**src/rtl/okey_pkg.sv**
```systemverilog
package okey_pkg;

  localparam int COORD_W = 32;
  localparam int SIDE_W  = 31;
  localparam int KEY_W   = 30;
  localparam int OCT_W   = 3;

  localparam logic [SIDE_W-1:0] SIDE_RESET = 31'd65536;

endpackage

```
**src/rtl/okey_point_if.sv**
```systemverilog
interface okey_point_if;
  logic                              valid;
  logic                              ready;
  logic signed [okey_pkg::COORD_W-1:0] coord_x;
  logic signed [okey_pkg::COORD_W-1:0] coord_y;
  logic signed [okey_pkg::COORD_W-1:0] coord_z;
  logic                              batch_end;

  modport source (output valid, coord_x, coord_y, coord_z, batch_end, input ready);
  modport sink   (input valid, coord_x, coord_y, coord_z, batch_end, output ready);
endinterface

```
**src/rtl/okey_key_if.sv**
```systemverilog
interface okey_key_if;
  logic                          valid;
  logic                          ready;
  logic [okey_pkg::KEY_W-1:0]    cell_key;
  logic                          batch_end_out;

  modport source (output valid, cell_key, batch_end_out, input ready);
  modport sink   (input valid, cell_key, batch_end_out, output ready);
endinterface

```
**src/rtl/okey_cfg_if.sv**
```systemverilog
interface okey_cfg_if;
  logic                          valid;
  logic                          ready;
  logic [okey_pkg::SIDE_W-1:0]   data;

  modport source (output valid, data, input ready);
  modport sink   (input valid, data, output ready);
endinterface

```
**src/rtl/okey_level.sv**
```systemverilog
// One octree level: compare each residual with the half side, set the
// octant bit and drop the half where the point lies in the upper child.
module okey_level #(
  parameter int W     = 42,
  parameter int KW    = 30,
  parameter int SHIFT = 0
) (
  input  logic                        clk,
  input  logic                        rst,
  input  logic                        en,
  input  logic                        valid_in,
  input  logic signed [W-1:0]         rx_in,
  input  logic signed [W-1:0]         ry_in,
  input  logic signed [W-1:0]         rz_in,
  input  logic [KW-1:0]               key_in,
  input  logic                        be_in,
  input  logic [okey_pkg::SIDE_W-1:0] box_side,
  output logic                        valid,
  output logic signed [W-1:0]         rx,
  output logic signed [W-1:0]         ry,
  output logic signed [W-1:0]         rz,
  output logic [KW-1:0]               key,
  output logic                        be
);

  logic signed [W-1:0]           half;
  logic [okey_pkg::OCT_W-1:0]    oct;

  // half side at this level, scaled so it is always an integer
  assign half = $signed(W'(box_side) << SHIFT);

  assign oct[0] = (rx_in >= half);
  assign oct[1] = (ry_in >= half);
  assign oct[2] = (rz_in >= half);

  always_ff @(posedge clk) begin
    if (rst) begin
      valid <= 1'b0;
    end else if (en) begin
      valid <= valid_in;
    end
  end

  always_ff @(posedge clk) begin
    if (en) begin
      rx  <= oct[0] ? rx_in - half : rx_in;
      ry  <= oct[1] ? ry_in - half : ry_in;
      rz  <= oct[2] ? rz_in - half : rz_in;
      key <= KW'({key_in, oct});
      be  <= be_in;
    end
  end

endmodule

```
**src/rtl/octree_key_encoder_unit.sv**
```systemverilog
// Octree key encoder: each point beat on points yields one key beat on keys,
// in order. One pipeline stage per octree level follows an input register,
// so a point passes the input register, then each level stage, before its
// key shows on keys; a new point is taken every cycle while keys is drained.
// Each level stage holds one compare-and-subtract per axis on residuals of
// 32 + KEY_LEVELS bits. Stages with no valid beat fill in under a stall, so
// points.ready falls only once every stage holds a beat. box_side is written
// through cfg (always ready) and must only change while the pipeline is empty.
module octree_key_encoder_unit #(
  parameter int KEY_LEVELS = 10
) (
  input  logic         clk,
  input  logic         rst,
  okey_point_if.sink   points,
  okey_key_if.source   keys,
  okey_cfg_if.sink     cfg
);

  localparam int L  = KEY_LEVELS;
  localparam int W  = okey_pkg::COORD_W + L;
  localparam int KW = okey_pkg::OCT_W * L;

  logic [okey_pkg::SIDE_W-1:0] box_side;

  logic                v  [0:L];
  logic                en [0:L];
  logic signed [W-1:0] rx [0:L];
  logic signed [W-1:0] ry [0:L];
  logic signed [W-1:0] rz [0:L];
  logic [KW-1:0]       key[0:L];
  logic                be [0:L];

  assign cfg.ready = 1'b1;

  always_ff @(posedge clk) begin
    if (rst) begin
      box_side <= okey_pkg::SIDE_RESET;
    end else if (cfg.valid && cfg.ready) begin
      box_side <= cfg.data;
    end
  end

  // a stage advances when it is empty or the stage after it advances
  always_comb begin
    en[L] = !v[L] || keys.ready;
    for (int k = L - 1; k >= 0; k--) begin
      en[k] = !v[k] || en[k+1];
    end
  end

  assign points.ready = en[0];

  always_ff @(posedge clk) begin
    if (rst) begin
      v[0] <= 1'b0;
    end else if (en[0]) begin
      v[0] <= points.valid;
    end
  end

  // scale coordinates by 2^L so every halving of the side stays exact
  always_ff @(posedge clk) begin
    if (en[0]) begin
      rx[0] <= {points.coord_x, {L{1'b0}}};
      ry[0] <= {points.coord_y, {L{1'b0}}};
      rz[0] <= {points.coord_z, {L{1'b0}}};
      be[0] <= points.batch_end;
    end
  end

  assign key[0] = '0;

  for (genvar k = 1; k <= L; k++) begin : g_level
    okey_level #(
      .W     (W),
      .KW    (KW),
      .SHIFT (L - k)
    ) u_level (
      .clk      (clk),
      .rst      (rst),
      .en       (en[k]),
      .valid_in (v[k-1]),
      .rx_in    (rx[k-1]),
      .ry_in    (ry[k-1]),
      .rz_in    (rz[k-1]),
      .key_in   (key[k-1]),
      .be_in    (be[k-1]),
      .box_side (box_side),
      .valid    (v[k]),
      .rx       (rx[k]),
      .ry       (ry[k]),
      .rz       (rz[k]),
      .key      (key[k]),
      .be       (be[k])
    );
  end

  assign keys.valid         = v[L];
  assign keys.cell_key      = okey_pkg::KEY_W'(key[L]);
  assign keys.batch_end_out = be[L];

endmodule

```
**src/flat_wrapper.sv**
```systemverilog
// flat-port wrapper written by rule: the top's interface ports become plain ports
module octree_key_encoder_unit_flat 
#(
  parameter int KEY_LEVELS = 10
)
  (clk, rst, points_valid, points_coord_x, points_coord_y, points_coord_z, points_batch_end, points_ready, keys_valid, keys_cell_key, keys_batch_end_out, keys_ready, cfg_valid, cfg_data, cfg_ready);
  okey_point_if points_i ();
  okey_key_if keys_i ();
  okey_cfg_if cfg_i ();
  input  logic clk;
  input  logic rst;
  input wire logic [$bits(points_i.valid)-1:0] points_valid;
  input wire logic [$bits(points_i.coord_x)-1:0] points_coord_x;
  input wire logic [$bits(points_i.coord_y)-1:0] points_coord_y;
  input wire logic [$bits(points_i.coord_z)-1:0] points_coord_z;
  input wire logic [$bits(points_i.batch_end)-1:0] points_batch_end;
  output wire logic [$bits(points_i.ready)-1:0] points_ready;
  output wire logic [$bits(keys_i.valid)-1:0] keys_valid;
  output wire logic [$bits(keys_i.cell_key)-1:0] keys_cell_key;
  output wire logic [$bits(keys_i.batch_end_out)-1:0] keys_batch_end_out;
  input wire logic [$bits(keys_i.ready)-1:0] keys_ready;
  input wire logic [$bits(cfg_i.valid)-1:0] cfg_valid;
  input wire logic [$bits(cfg_i.data)-1:0] cfg_data;
  output wire logic [$bits(cfg_i.ready)-1:0] cfg_ready;
  assign points_i.valid = points_valid;
  assign points_i.coord_x = points_coord_x;
  assign points_i.coord_y = points_coord_y;
  assign points_i.coord_z = points_coord_z;
  assign points_i.batch_end = points_batch_end;
  assign points_ready = points_i.ready;
  assign keys_valid = keys_i.valid;
  assign keys_cell_key = keys_i.cell_key;
  assign keys_batch_end_out = keys_i.batch_end_out;
  assign keys_i.ready = keys_ready;
  assign cfg_i.valid = cfg_valid;
  assign cfg_i.data = cfg_data;
  assign cfg_ready = cfg_i.ready;
  octree_key_encoder_unit #(.KEY_LEVELS(KEY_LEVELS)) u_core (.clk(clk), .rst(rst), .points(points_i), .keys(keys_i), .cfg(cfg_i));
endmodule
```
**config.mk**
```make
export PLATFORM = sky130hd
export DESIGN_NAME = octree_key_encoder_unit_flat
export DESIGN_NICKNAME = d
export VERILOG_FILES = /design/src/rtl/okey_pkg.sv /design/src/rtl/okey_point_if.sv /design/src/rtl/okey_key_if.sv /design/src/rtl/okey_cfg_if.sv /design/src/rtl/okey_level.sv /design/src/rtl/octree_key_encoder_unit.sv /design/src/flat_wrapper.sv
export SDC_FILE = /design/constraint.sdc
export NUM_CORES = 2
export LEC_CHECK = 0
export BUFFER_PORTS_ARGS = -buffer_cell sky130_fd_sc_hd__clkbuf_2
export CAP_MARGIN = 5
export CORE_MARGIN = 3
export CORE_UTILIZATION = 55
export CTS_CLUSTER_SIZE = 12
export DETAILED_ROUTE_END_ITERATION = 10
export PLACE_DENSITY = 0.74
export SETUP_SLACK_MARGIN = 0.1
export SKIP_LAST_GASP = 1
export SLEW_MARGIN = 20
export SYNTH_ARGS = -nofsm -noshare
export SYNTH_HDL_FRONTEND = slang
export SYNTH_SLANG_ARGS = --single-unit
```
**constraint.sdc**
```tcl
create_clock -name clk -period 13.4 [get_ports clk]
set_input_delay 1.34 -clock clk [delete_from_list [all_inputs] [get_ports clk]]
set_output_delay 1.34 -clock clk [all_outputs]
set_load 0.01 [all_outputs]
```
==> qor.yml <==
routing:
  antenna_left: 0
  viasPerCell: 6.26
  routed_wl_mm: 259
  routed.top_layer: "met4"
  met2_length_mm: 110
  wl_per_cell_um: 20.8
  drt-met1-wl_mm: 119
  num_vias: 78100
  wl_met3_mm: 18.5
  drt_iter0_drc: 7214
  drc_errors: 0
  drtPass1Iterations: 6
synth:
  synth_edf_count: 1271
  netlist_instances: 9969
  yosysSeqAreaShare: 0.401
  ys_types: 112
  synthAdderAreaFrac: 0.125
  synth-compound-area-share: 0.208
  yosysTopAreaCellShare: 0.392
  yosys.area_share.simple: 0.140
  synth_xor_area_frac: 0.0747
  synth_top_area_cell: "edfxtp_1"
  synth_flop_cell: "edfxtp_1"
  synth_area_um2: 97300
  ys_ff_latch: 1313
  synth_nets: 11100
  synth.avg_cell_area_um2: 9.76
  muxShareOfSynthArea: 0.0285
  synthArstFlopShare: 0
  synthTopCellsByArea: "edfxtp_1 39%, ha_1 12%, o21ai_0 4.4%, a21oi_1 4.4%, xnor2_1 4.0%"
  yosysWarnings: 0
  synth_top_family_by_area: "compound AO/OA/AOI/OAI gates"
pwr:
  power_mw: 25.9
  power.internal_mw: 15.1
  comb_power_share: 0.536
  p_leak_nw: 42.7
  p_sw_mw: 10.8
  seq_power_share: 0.306
  p_clk_frac: 0.157
  swShare: 0.418
  vdd_drop_max_mv: 0.184
  p_per_area_nw_per_um2: 246
timing:
  hold_ws_ns: 0.414
  setup_tns_ns: 0
  tightest_slew_ns: 1.07
  final-hold-violation-count: 0
  layout_min_cycle_time_ns: 5.86
  fin_skew_ns: 0.0359
  rsz0062_at_grt: "no"
  setup_slack_ns: 7.54
  fmax_mhz: 171
  setup_violations: 0
  post-route-period-util: 0.437
  relSlewSlack: 0.284
  slew_violations: 0
cts:
  clkLatencyLatePin_ns: 0.80
  h-tree-depth: 4
  cts.root.buffer_cell: "clkbuf_16"
  cts_sinks: 1313
  clk_pin_slew_ns: 0.05
  numCtsBuffers: 149
  cts_setup_buffers: 0
  cts_tree: "done"
  clock_path_buffers: 3
  cts_hold_buf: 0
  cts_resized: 0
placed_design:
  port_buffers: 165
  place_inst: 12200
  place.gp.congestion: 1.01
  post_dp_cell_area_um2: 101000
  pre_cts_ws_ns: 7.55
  hpwlAfterDp_mm: 193
setup_path:
  critical_path_peak_fanout: 43
  worstSetupEndpointType: "output pin"
  reg2reg_depth: 14
  startpoint: "keys_ready"
  worstReg2RegEnd: "u_core.g_level[8].u_level.rx[36]"
  r2r-start: "u_core.box_side[0]"
  reg2reg_slack_ns: 7.89
  path_class: "in -> out"
  cp.required_ns: 12.06
  crit_path_start_kind: "input port"
  cp.arrival_ns: 4.52
grt:
  first_global_vias: 72900
  grt_use_total: 0.278
  antenna_found_initial: 1
  grt_remaining_overflow: 0
  grt_pass1_wl_mm: 402
  grt_start_max_net_pins: 98
run_status:
  status: "finished clean"
die:
  dieArea_um2: 182000
  core-area_um2: 175000
  initial_core_util: 0.556
  rows: 153
  dieHeight_um: 427
  dieWidth_um: 427
  ios: 167
finish:
  fin_util: 0.603
  fin_cells: 12500
  nets: 11100
  n_antenna_cell: 0
  fin_area_um2: 106000
  syn_to_final_growth_pct: 8.40
  drive_gt1_frac: 0.0851
min_path:
  hp-start: "u_core.g_level[7].u_level.key[11]"
  hold_end: "u_core.g_level[8].u_level.key[14]"
  hp-class: "reg -> reg"
  holdPathStages: 0
flow_run:
  cap_viol_max_count: 0
synth_stat cells (35+ instances only):
cell type and n:
ha_1 927, buf_2 61, mux2i_1 43, a21o_1 498
o211ai_1 53, edfxtp_1 1271, and2_1 61, and3_1 83
and4_1 36, nand2_1 992, nand3_1 186, a21oi_1 847
nor2b_1 114, or2_2 36, or3_1 64, nor4_1 67
xnor2_1 450, nand4_1 162, nand2b_1 134, nor3_1 166
o31ai_1 73, dfxtp_1 42, nor2_1 650, inv_1 250
o31a_1 35, a31oi_1 89, xor2_1 380, o21ai_0 864
a211oi_1 79, o21bai_1 105, o21a_1 136, mux2_2 206
clkbuf_1 243
cell usage in the layout, fill, tap and decap left out, types with 162 or more instances in the layout:
master       n
xor2_1     380
edfxtp_1  1271
mux2_2     206
o21ai_0    864
clkbuf_2   165
a21oi_1    847
a21o_1     498
nor2_1     650
nand2_1    987
xnor2_1    450
nor3_1     166
nand4_1    162
inv_1      215
ha_1       927
nand3_1    184
critical path, stage by stage:
cell and delay [ns]:
clkbuf_2 0.08, nor2b_1 0.37, nand2_4 0.38, nor2_1 0.71, nand3_4 0.59, nor2_1 0.24, buf_4 0.23, nand4_1 0.10
buf_4 0.28, clkbuf_2 0.18
power groups by stage:
stage	Combinational [mW]	Sequential (mW)	Clock [mW]
3_5_place_dp	13.6	7.96	0
2_1_floorplan	10.9	7.33	0
6_report	13.9	7.94	4.08
5_1_grt	15.4	8.04	4.35
4_1_cts	13.7	7.89	4.17
3_3_place_gp	13.3	7.95	0
metal layers:
layer | up-vias | GRT usage
li1 | 37700 | -
met1 | 36800 | 0.405
met2 | 3048 | 0.417
met3 | 528 | 0.0342
met4 | 0 | 0.119
met5 | - | 0
worst max-delay path by stage:
stage | to | slack [ns] | cells after the start
3_5_place_dp | points_ready | 7.55 | 10
2_1_floorplan | u_core.be[10] | 1.21 | 6
5_1_grt | points_ready | 7.24 | 10
6_report | points_ready | 7.54 | 10
4_1_cts | points_ready | 7.52 | 10
3_3_place_gp | points_ready | 7.60 | 10
cell type report:
type | count | area (um2)
Clock buffer | 188 | 3980
Sequential cell | 1313 | 39000
Inverter | 252 | 960
Multi-Input combinational cell | 8077 | 56200
Tap cell | 2325 | 2910
Fill cell | 14600 | 69500
Timing Repair Buffer | 257 | 1560
Clock inverter | 68 | 855
flip-flops by register name, summed over array words and instances, names as in the netlist, 31 cells and up:
signal                      count
u_core.g_level.u_level.rz     333
u_core.rx                      32
u_core.g_level.u_level.ry     333
u_core.g_level.u_level.key    165
u_core.ry                      32
u_core.rz                      32
u_core.box_side                31
u_core.g_level.u_level.rx     333
logic make-up after synthesis:
logic type / count (synthesis)
adder cells (fa/ha/maj): 954
XOR/XNOR: 830
multiplexers: 251
AO/OA/AOI/OAI: 3181
AND/OR/NAND/NOR: 2860
other: 1
buffers and inverters: 579
flip-flops: 1313
No activity file was read; power rests on OpenSTA's default activity.
